--- config.mk ---
export PLATFORM = sky130hd
export DESIGN_NAME = cft_front
export DESIGN_NICKNAME = d
export VERILOG_FILES = /design/src/hdl/cft_pkg.sv /design/src/hdl/cft_front.sv
export SDC_FILE = /design/constraint.sdc
export NUM_CORES = 1
export LEC_CHECK = 0
export ABC_CLOCK_PERIOD_IN_PS = 6600
export BUFFER_PORTS_ARGS = -buffer_cell sky130_fd_sc_hd__buf_2
export CORE_ASPECT_RATIO = 0.8
export CORE_MARGIN = 5
export CORE_UTILIZATION = 25
export DETAILED_ROUTE_END_ITERATION = 8
export PLACE_DENSITY = 0.42
export SLEW_MARGIN = 20
export SYNTH_ARGS = -nofsm -noshare
export SYNTH_HDL_FRONTEND = slang
export SYNTH_SLANG_ARGS = --single-unit
--- constraint.sdc ---
create_clock -name clock -period 6.6 [get_ports clock]
set_input_delay 0.99 -clock clock [delete_from_list [all_inputs] [get_ports clock]]
set_output_delay 0.99 -clock clock [all_outputs]
set_load 0.02 [all_outputs]
--- src/hdl/cft_pkg.sv ---
// Shared types and constants for the coordinate frame transform.
package cft_pkg;

   // Width of every point, result and origin field on the ports
   localparam int POINT_W = 32;
   // Width of the plane tolerance register
   localparam int TOL_W = 31;
   // Width of the register index on the write port
   localparam int REG_INDEX_W = 3;

   // Command codes as they arrive on the request channel
   typedef enum logic [1:0] {
      CMD_TO_GLOBAL   = 2'd0,
      CMD_TO_LOCAL    = 2'd1,
      CMD_TO_LOCAL_2D = 2'd2
   } command_type;

   // Operation after classification (unused command folds into 2D)
   typedef enum logic [1:0] {
      OP_GLOBAL   = 2'b01,
      OP_LOCAL    = 2'b10,
      OP_LOCAL_2D = 2'b11
   } op_type;

   // Result status codes
   typedef enum logic [1:0] {
      STATUS_OK        = 2'd0,
      STATUS_SINGULAR  = 2'd1,
      STATUS_OUTSIDE   = 2'd2,
      STATUS_SATURATED = 2'd3
   } status_type;

   // Register indexes on the write port
   typedef enum logic [REG_INDEX_W-1:0] {
      REG_BASIS_U     = 3'd0,
      REG_BASIS_V     = 3'd1,
      REG_BASIS_W     = 3'd2,
      REG_ORIGIN_X    = 3'd3,
      REG_ORIGIN_Y    = 3'd4,
      REG_ORIGIN_Z    = 3'd5,
      REG_PLANE_TOL   = 3'd6,
      REG_TOL_ENABLE  = 3'd7
   } reg_index_type;

   // Plane check setup handed to the back end
   typedef struct packed {
      logic             enable;
      logic [TOL_W-1:0] limit;
   } plane_cfg_type;

endpackage

--- src/hdl/cft_front.sv ---
// Front end: takes requests, classifies the command, forms the operand and queues it.
module cft_front import cft_pkg::*; #(
   parameter int COORD_WIDTH = 32
) (
   input  logic                          clock,
   input  logic                          reset,
   input  logic                          req_valid,
   output logic                          req_stall,
   input  logic [1:0]                    req_command,
   input  logic signed [POINT_W-1:0]     req_point_a,
   input  logic signed [POINT_W-1:0]     req_point_b,
   input  logic signed [POINT_W-1:0]     req_point_c,
   input  logic signed [COORD_WIDTH-1:0] origin [3],
   input  logic                          pop,
   output logic                          head_valid,
   output op_type                        head_op,
   output logic signed [COORD_WIDTH:0]   head_value [3]
);

   localparam int VW     = COORD_WIDTH + 1;
   localparam int DEPTH  = 4;
   localparam int PTR_W  = $clog2(DEPTH);
   localparam int CNT_W  = PTR_W + 1;

   op_type                 op_in;
   logic signed [VW-1:0]   value_in [3];
   logic signed [VW-1:0]   pt [3];
   logic                   push;

   op_type                 fifo_op_ff    [DEPTH];
   logic signed [VW-1:0]   fifo_value_ff [DEPTH][3];
   logic [PTR_W-1:0]       wr_ptr_ff, wr_ptr_in;
   logic [PTR_W-1:0]       rd_ptr_ff, rd_ptr_in;
   logic [CNT_W-1:0]       count_ff, count_in;

   // Classify command; the unused code behaves as 2D
   always_comb begin
      case (command_type'(req_command))
         CMD_TO_GLOBAL: op_in = OP_GLOBAL;
         CMD_TO_LOCAL:  op_in = OP_LOCAL;
         default:       op_in = OP_LOCAL_2D;
      endcase
   end

   // Operand: the point itself for to-global, point minus origin otherwise
   assign pt[0] = VW'($signed(COORD_WIDTH'($unsigned(req_point_a))));
   assign pt[1] = VW'($signed(COORD_WIDTH'($unsigned(req_point_b))));
   assign pt[2] = VW'($signed(COORD_WIDTH'($unsigned(req_point_c))));
   for (genvar r = 0; r < 3; r++) begin : g_val
      assign value_in[r] = (op_in == OP_GLOBAL) ? pt[r] : pt[r] - VW'(origin[r]);
   end

   // Queue control
   assign req_stall = (count_ff == CNT_W'(DEPTH));
   assign push      = req_valid && !req_stall;
   assign head_valid = (count_ff != '0);

   always_comb begin
      wr_ptr_in = push ? wr_ptr_ff + PTR_W'(1) : wr_ptr_ff;
      rd_ptr_in = pop ? rd_ptr_ff + PTR_W'(1) : rd_ptr_ff;
      count_in  = count_ff;
      if (push && !pop) begin
         count_in = count_ff + CNT_W'(1);
      end else if (pop && !push) begin
         count_in = count_ff - CNT_W'(1);
      end
   end

   always_ff @(posedge clock) begin
      if (reset) begin
         wr_ptr_ff <= '0;
         rd_ptr_ff <= '0;
         count_ff  <= '0;
      end else begin
         wr_ptr_ff <= wr_ptr_in;
         rd_ptr_ff <= rd_ptr_in;
         count_ff  <= count_in;
      end
   end

   // Queue storage
   always_ff @(posedge clock) begin
      if (push) begin
         fifo_op_ff[wr_ptr_ff]    <= op_in;
         fifo_value_ff[wr_ptr_ff] <= value_in;
      end
   end

   assign head_op    = fifo_op_ff[rd_ptr_ff];
   assign head_value = fifo_value_ff[rd_ptr_ff];

   // Fill level moves by at most one entry per cycle
   a_count_step: assert property (@(posedge clock) disable iff (reset)
      1'b1 |=> (count_ff == $past(count_ff)) || (count_ff == $past(count_ff) + CNT_W'(1))
               || (count_ff == $past(count_ff) - CNT_W'(1)))
      else $error("queue fill level jumped");

   // Nothing is popped from an empty queue
   a_pop_nonempty: assert property (@(posedge clock) disable iff (reset)
      pop |-> (count_ff != '0))
      else $error("pop from empty queue");

   // A full queue holds off the request channel
   a_full_stall: assert property (@(posedge clock) disable iff (reset)
      (count_ff == CNT_W'(DEPTH)) |-> req_stall)
      else $error("full queue without request stall");

endmodule

* Word-level counts from Yosys, hierarchy flattened
Memory sizes are Yosys's and may differ from the RTL's. A register that Yosys moved wholly into a read port is not among the register bits. Index checks and enable logic that the tools add are counted.
Word-level totals: input bits 198, flip-flop bits (word level) 7, memories kept 2, memory bits (writable) 404, output and inout bits 103, word-level logic and storage cells 36
Memories:
- fifo_value_ff | depth 4, width 99, rd ports 1, clocked after Yosys merged registers in 1, wr ports 1, RTL line cft_front.sv:31 | logic signed [VW-1:0] fifo_value_ff [DEPTH][3];
- fifo_op_ff | depth 4, width 2, rd ports 1, clocked after Yosys merged registers in 1, wr ports 1, RTL line cft_front.sv:30 | op_type fifo_op_ff [DEPTH];
Operators by class: add/subtract/negate cells 7, reduce and logical (&&, ||, !) cells 9, eq/ne operators 3, multiplexer cells 12
Operator list (count):
- 33-bit 2-to-1 mux | 3
- 32-bit by 32-bit subtractor with 33-bit output | 3
- 2-bit 2-to-1 mux | 4
- 3-bit 2-to-1 mux | 2
- 2-bit by 1-bit adder with 2-bit output (second input constant) | 2
- 2-bit by 1-bit == test with 1-bit output (second input constant) | 2
- 2-bit case mux with 2 select lines | 1
- 3-bit by 1-bit adder with 3-bit output (second input constant) | 1
- 3-bit == test (second input constant) | 1
- 1-bit logical AND | 3
- 1-bit zero test | 3
- 3-bit nonzero test | 1
- 3-bit by 1-bit subtractor with 3-bit output (second input constant) | 1
- 2-bit zero test | 1
- 1-bit 2-to-1 mux | 2
- 2-bit nonzero test | 1

* Depth between registers and ports, before layout
word-level depth 7, mapped depth 12, depth with buffers taken out 12

* Worst setup path after synthesis
No wires, ideal clock.
kind input to register, start point input req_valid, end point memory fifo_op_ff[0][0] (netlist bit), enable pin, buffers on the path 1, cell stages on the path 3, setup time 471 ps, required time 6129 ps, path slack 2422 ps, arrival 3707 ps, cells stage by stage nor2b_1 clkbuf_1 and2_1
On the way: longest elaborated chain between the ends 3
Ends and longest elaborated chain:
- from (decl) | RTL line cft_front.sv:7 | input logic req_valid,
- 1-bit logical AND | RTL line cft_front.sv:55 | assign push = req_valid && !req_stall;
- named net push | RTL line cft_front.sv:28 | logic push;
- 1-bit 2-to-1 mux | RTL line cft_front.sv:83 | if (push) begin
- 1-bit 2-to-1 mux (not written as such) | RTL line cft_front.sv:84 | fifo_op_ff[wr_ptr_ff] <= op_in;
- to (decl) | RTL line cft_front.sv:30
The timed path passes the listed nets, and every way through them passes these cells.

==> impl_results.md <==
* Most frequent cells in the layout: edfxtp_1 (404), buf_2 (300), a21oi_1 (146)
* Layout cells sized above 1 at 25.9%
* Max-Cap Viols at 0
* Hold/Removal Path Class: flop to flop
* Routed wl met2 at 27700 um
* Clock sink count at 413
* Tot Pwr at 7.79 mW
* Max Used Layer: met5
* Crit start category: flop
* Initial Utilization at 25.2%
* Final hold vios at 0
* CTS Hold Bufs at 0
* Worst Tran Pin Value at 0.951 ns
* Full die area at 90700 um2
* Bufs on Longest Clock Path at 3
* CORE AREA at 84000 um2
* Grt total ovfl at 0
* Nets at 2183
* Final Skew at 0.00981 ns
* Static leakage at 9.55 nW
* Worst EP required at 5.61 ns
* Status: finished clean
* Row count at 95
* Crit. End Element: output port
* Slew margin rel. at 36.6%
* PwrDens at 305 nW/um2
* Number of global-route vias before repair at 14.5k
* WL per Instance at 20.2 um
* Gpl congestion at 0.810
* Worst IR Drop VDD at 0.138 mV
* RSZ-0062 raised after global routing: no
* # resized after CTS at 0
* CTS tree: yes
* H-tree depth at 2
* Layout fillers at 8546
* DR vias at 14.1k
* Largest fanout on the critical path at 50
* Netlist cell types at 70
* Period utilization at 58.1%
* Max Slew Vio Count at 0
* Number of buffers created by CTS at 48
* Met3 Wirelength at 4030 um
* Initial DRT Pass Iterations at 5
* Hold Crit Start: count_ff[2]$_SDFFE_PP0P_
* # Post-CTS Setup Buffers at 0
* DP HPWL at 43200 um
* Num ports at 301
* Yosys reg bits at 413
* Clock-pin slew on the worst setup and hold paths at 0.06 ns
* Synth Warn # at 0
* Sequential share of the synthesized area at 58.1%
* Setup tns final at 0 ns
* Largest net degree at the start of global routing at 107
* Post-synthesis async set-or-reset flop share at 0%
* Worst R2R Start: count_ff[0]$_SDFFE_PP0P_
* Cells after Synth at 1580
* Syn_nets at 1883
* Non-Filler Instances at 3028
* Crit Path Class: flop to output port
* Leading cell type in the layout, fill and taps excluded: edfxtp_1
* DRC violations left at 0
* Metal-1 WL at 28400 um
* Synth-to-layout area growth at 20.5%
* Synthesized area at 21200 um2
* Final setup viols at 0
* Die Y at 270 um
* First-pass GRT wire length at 91600 um
* Syn avg cell area at 13.4 um2
* Total GRT Usage at 13.2%
* Worst path arrival time at 2.85 ns
* First DRT Iteration DRCs at 795
* Final ANT Viol Nets at 0
* Placed insts at 2945
* Initial antenna violation count at 5
* Vias/cell at 4.65
* Chip width at 335 um
* Routed WL at 61200 um
* EDFF count, synth at 404
* Clk root buf: clkbuf_16
* Port buffer count at 300
* Max Freq at 261 MHz
* Most used DFF post-synth: edfxtp_1
* Clk Latency, worst-skew pair at 0.58 ns
* Tmin final at 3.84 ns
logic make-up (layout without fill, tap and decap cells):
| logic type | Yosys count | count (layout) | synth area share, % |
|---|---|---|---|
| XOR/XNOR | 82 | 82 | 3.39 |
| other | 0 | 1 | 0 |
| multiplexers | 105 | 105 | 10.9 |
| buffers and inverters | 183 | 515 | 3.26 |
| AND/OR/NAND/NOR | 315 | 315 | 6.86 |
| adder cells (fa/ha/maj) | 105 | 105 | 6.34 |
| AO/OA/AOI/OAI | 377 | 377 | 11.1 |
| flip-flops | 413 | 413 | 58.1 |
metrics by stage:
| step | setup slack [ns] | utilization, % | hold WS (ns) | cell area (um2) |
|---|---|---|---|---|
| CTS | 2.61 | 30.4 | 0.501 | 25500 |
| detailed placement | 2.41 | 28.6 | 0.493 | 24000 |
| floorplan | 2.42 | - | 0.462 | 21200 |
| global placement | 2.47 | 28.6 | 0.484 | 24000 |
| finish | 2.76 | 30.4 | 0.499 | 25500 |
| global route | 2.56 | 30.4 | 0.529 | 25500 |
metal layers:
metal | up-vias | track usage (%)
met5 | - | 0
met4 | 2 | 2.68
met3 | 57 | 3.23
met2 | 346 | 20.8
met1 | 7035 | 18.5
li1 | 6652 | -
flip-flops by register name (all words and copies together) (netlist names), named ones only:
| register | cells |
|---|---|
| fifo_value_ff | 396 |
| fifo_op_ff | 8 |
| count_ff | 3 |
| rd_ptr_ff | 2 |
| wr_ptr_ff | 2 |
where the power goes:
| part | internal [mW] | switching, mW |
|---|---|---|
| sequential | 3.32 | 0.0789 |
| combinational | 0.666 | 1.15 |
| clock | 1.54 | 1.04 |
| total | 5.52 | 2.27 |
worst paths after layout:
| path | endpoint | slack [ns] | cells after the start |
|---|---|---|---|
| max reg2reg | fifo_value_ff[2][82]$_DFFE_PP_ | 3.97 | 4 |
| min reg2reg | count_ff[2]$_SDFFE_PP0P_ | 0.50 | 2 |
| min | count_ff[2]$_SDFFE_PP0P_ | 0.50 | 2 |
| max | head_op[1] | 2.76 | 3 |
synthesized netlist by cell type (all sizes together), types with 3 or more instances:
master	instances	share of area [%]
edfxtp	404	57
a21oi	146	3.5
inv	122	2.2
nor2	114	2.0
ha	101	6.0
mux4	101	11
nand2	92	1.6
o21ai	74	1.7
a21o	48	1.7
xnor2	45	1.9
clkbuf	41	0.73
xor2	37	1.5
buf	20	0.37
nand3	18	0.45
nor3	17	0.40
o31ai	14	0.50
o21bai	13	0.46
nand2b	12	0.35
nor2b	12	0.35
a31oi	11	0.32
and2	11	0.32
a211oi	10	0.43
o21a	10	0.36
dfxtp	9	0.85
nand4	9	0.27
o211ai	9	0.37
or3	6	0.20
and3	5	0.15
and4	5	0.21
a2111oi	4	0.17
a211o	4	0.17
a21boi	4	0.14
fa	4	0.38
mux2i	4	0.19
a311o	3	0.14
a31o	3	0.12
o22ai	3	0.089
o41ai	3	0.16
or2	3	0.089
layout make-up:
type | instances | area, um2 | area share (%)
antenna | 1 | 2.50 | 0.00981
sequential | 413 | 12300 | 48.3
clock buffer | 57 | 1260 | 4.92
clock inverter | 25 | 240 | 0.941
tap | 1115 | 1400 | 5.47
timing repair buffer | 311 | 1650 | 6.45
inverter | 122 | 463 | 1.81
multi-input combinational | 984 | 8190 | 32.1
critical path, cell delays in order, from the launching register on:
cell and delay [ns]:
dfxtp_4 0.95, buf_4 0.56, mux4_2 0.46, buf_2 0.20
(Power assumes the default switching activity.)
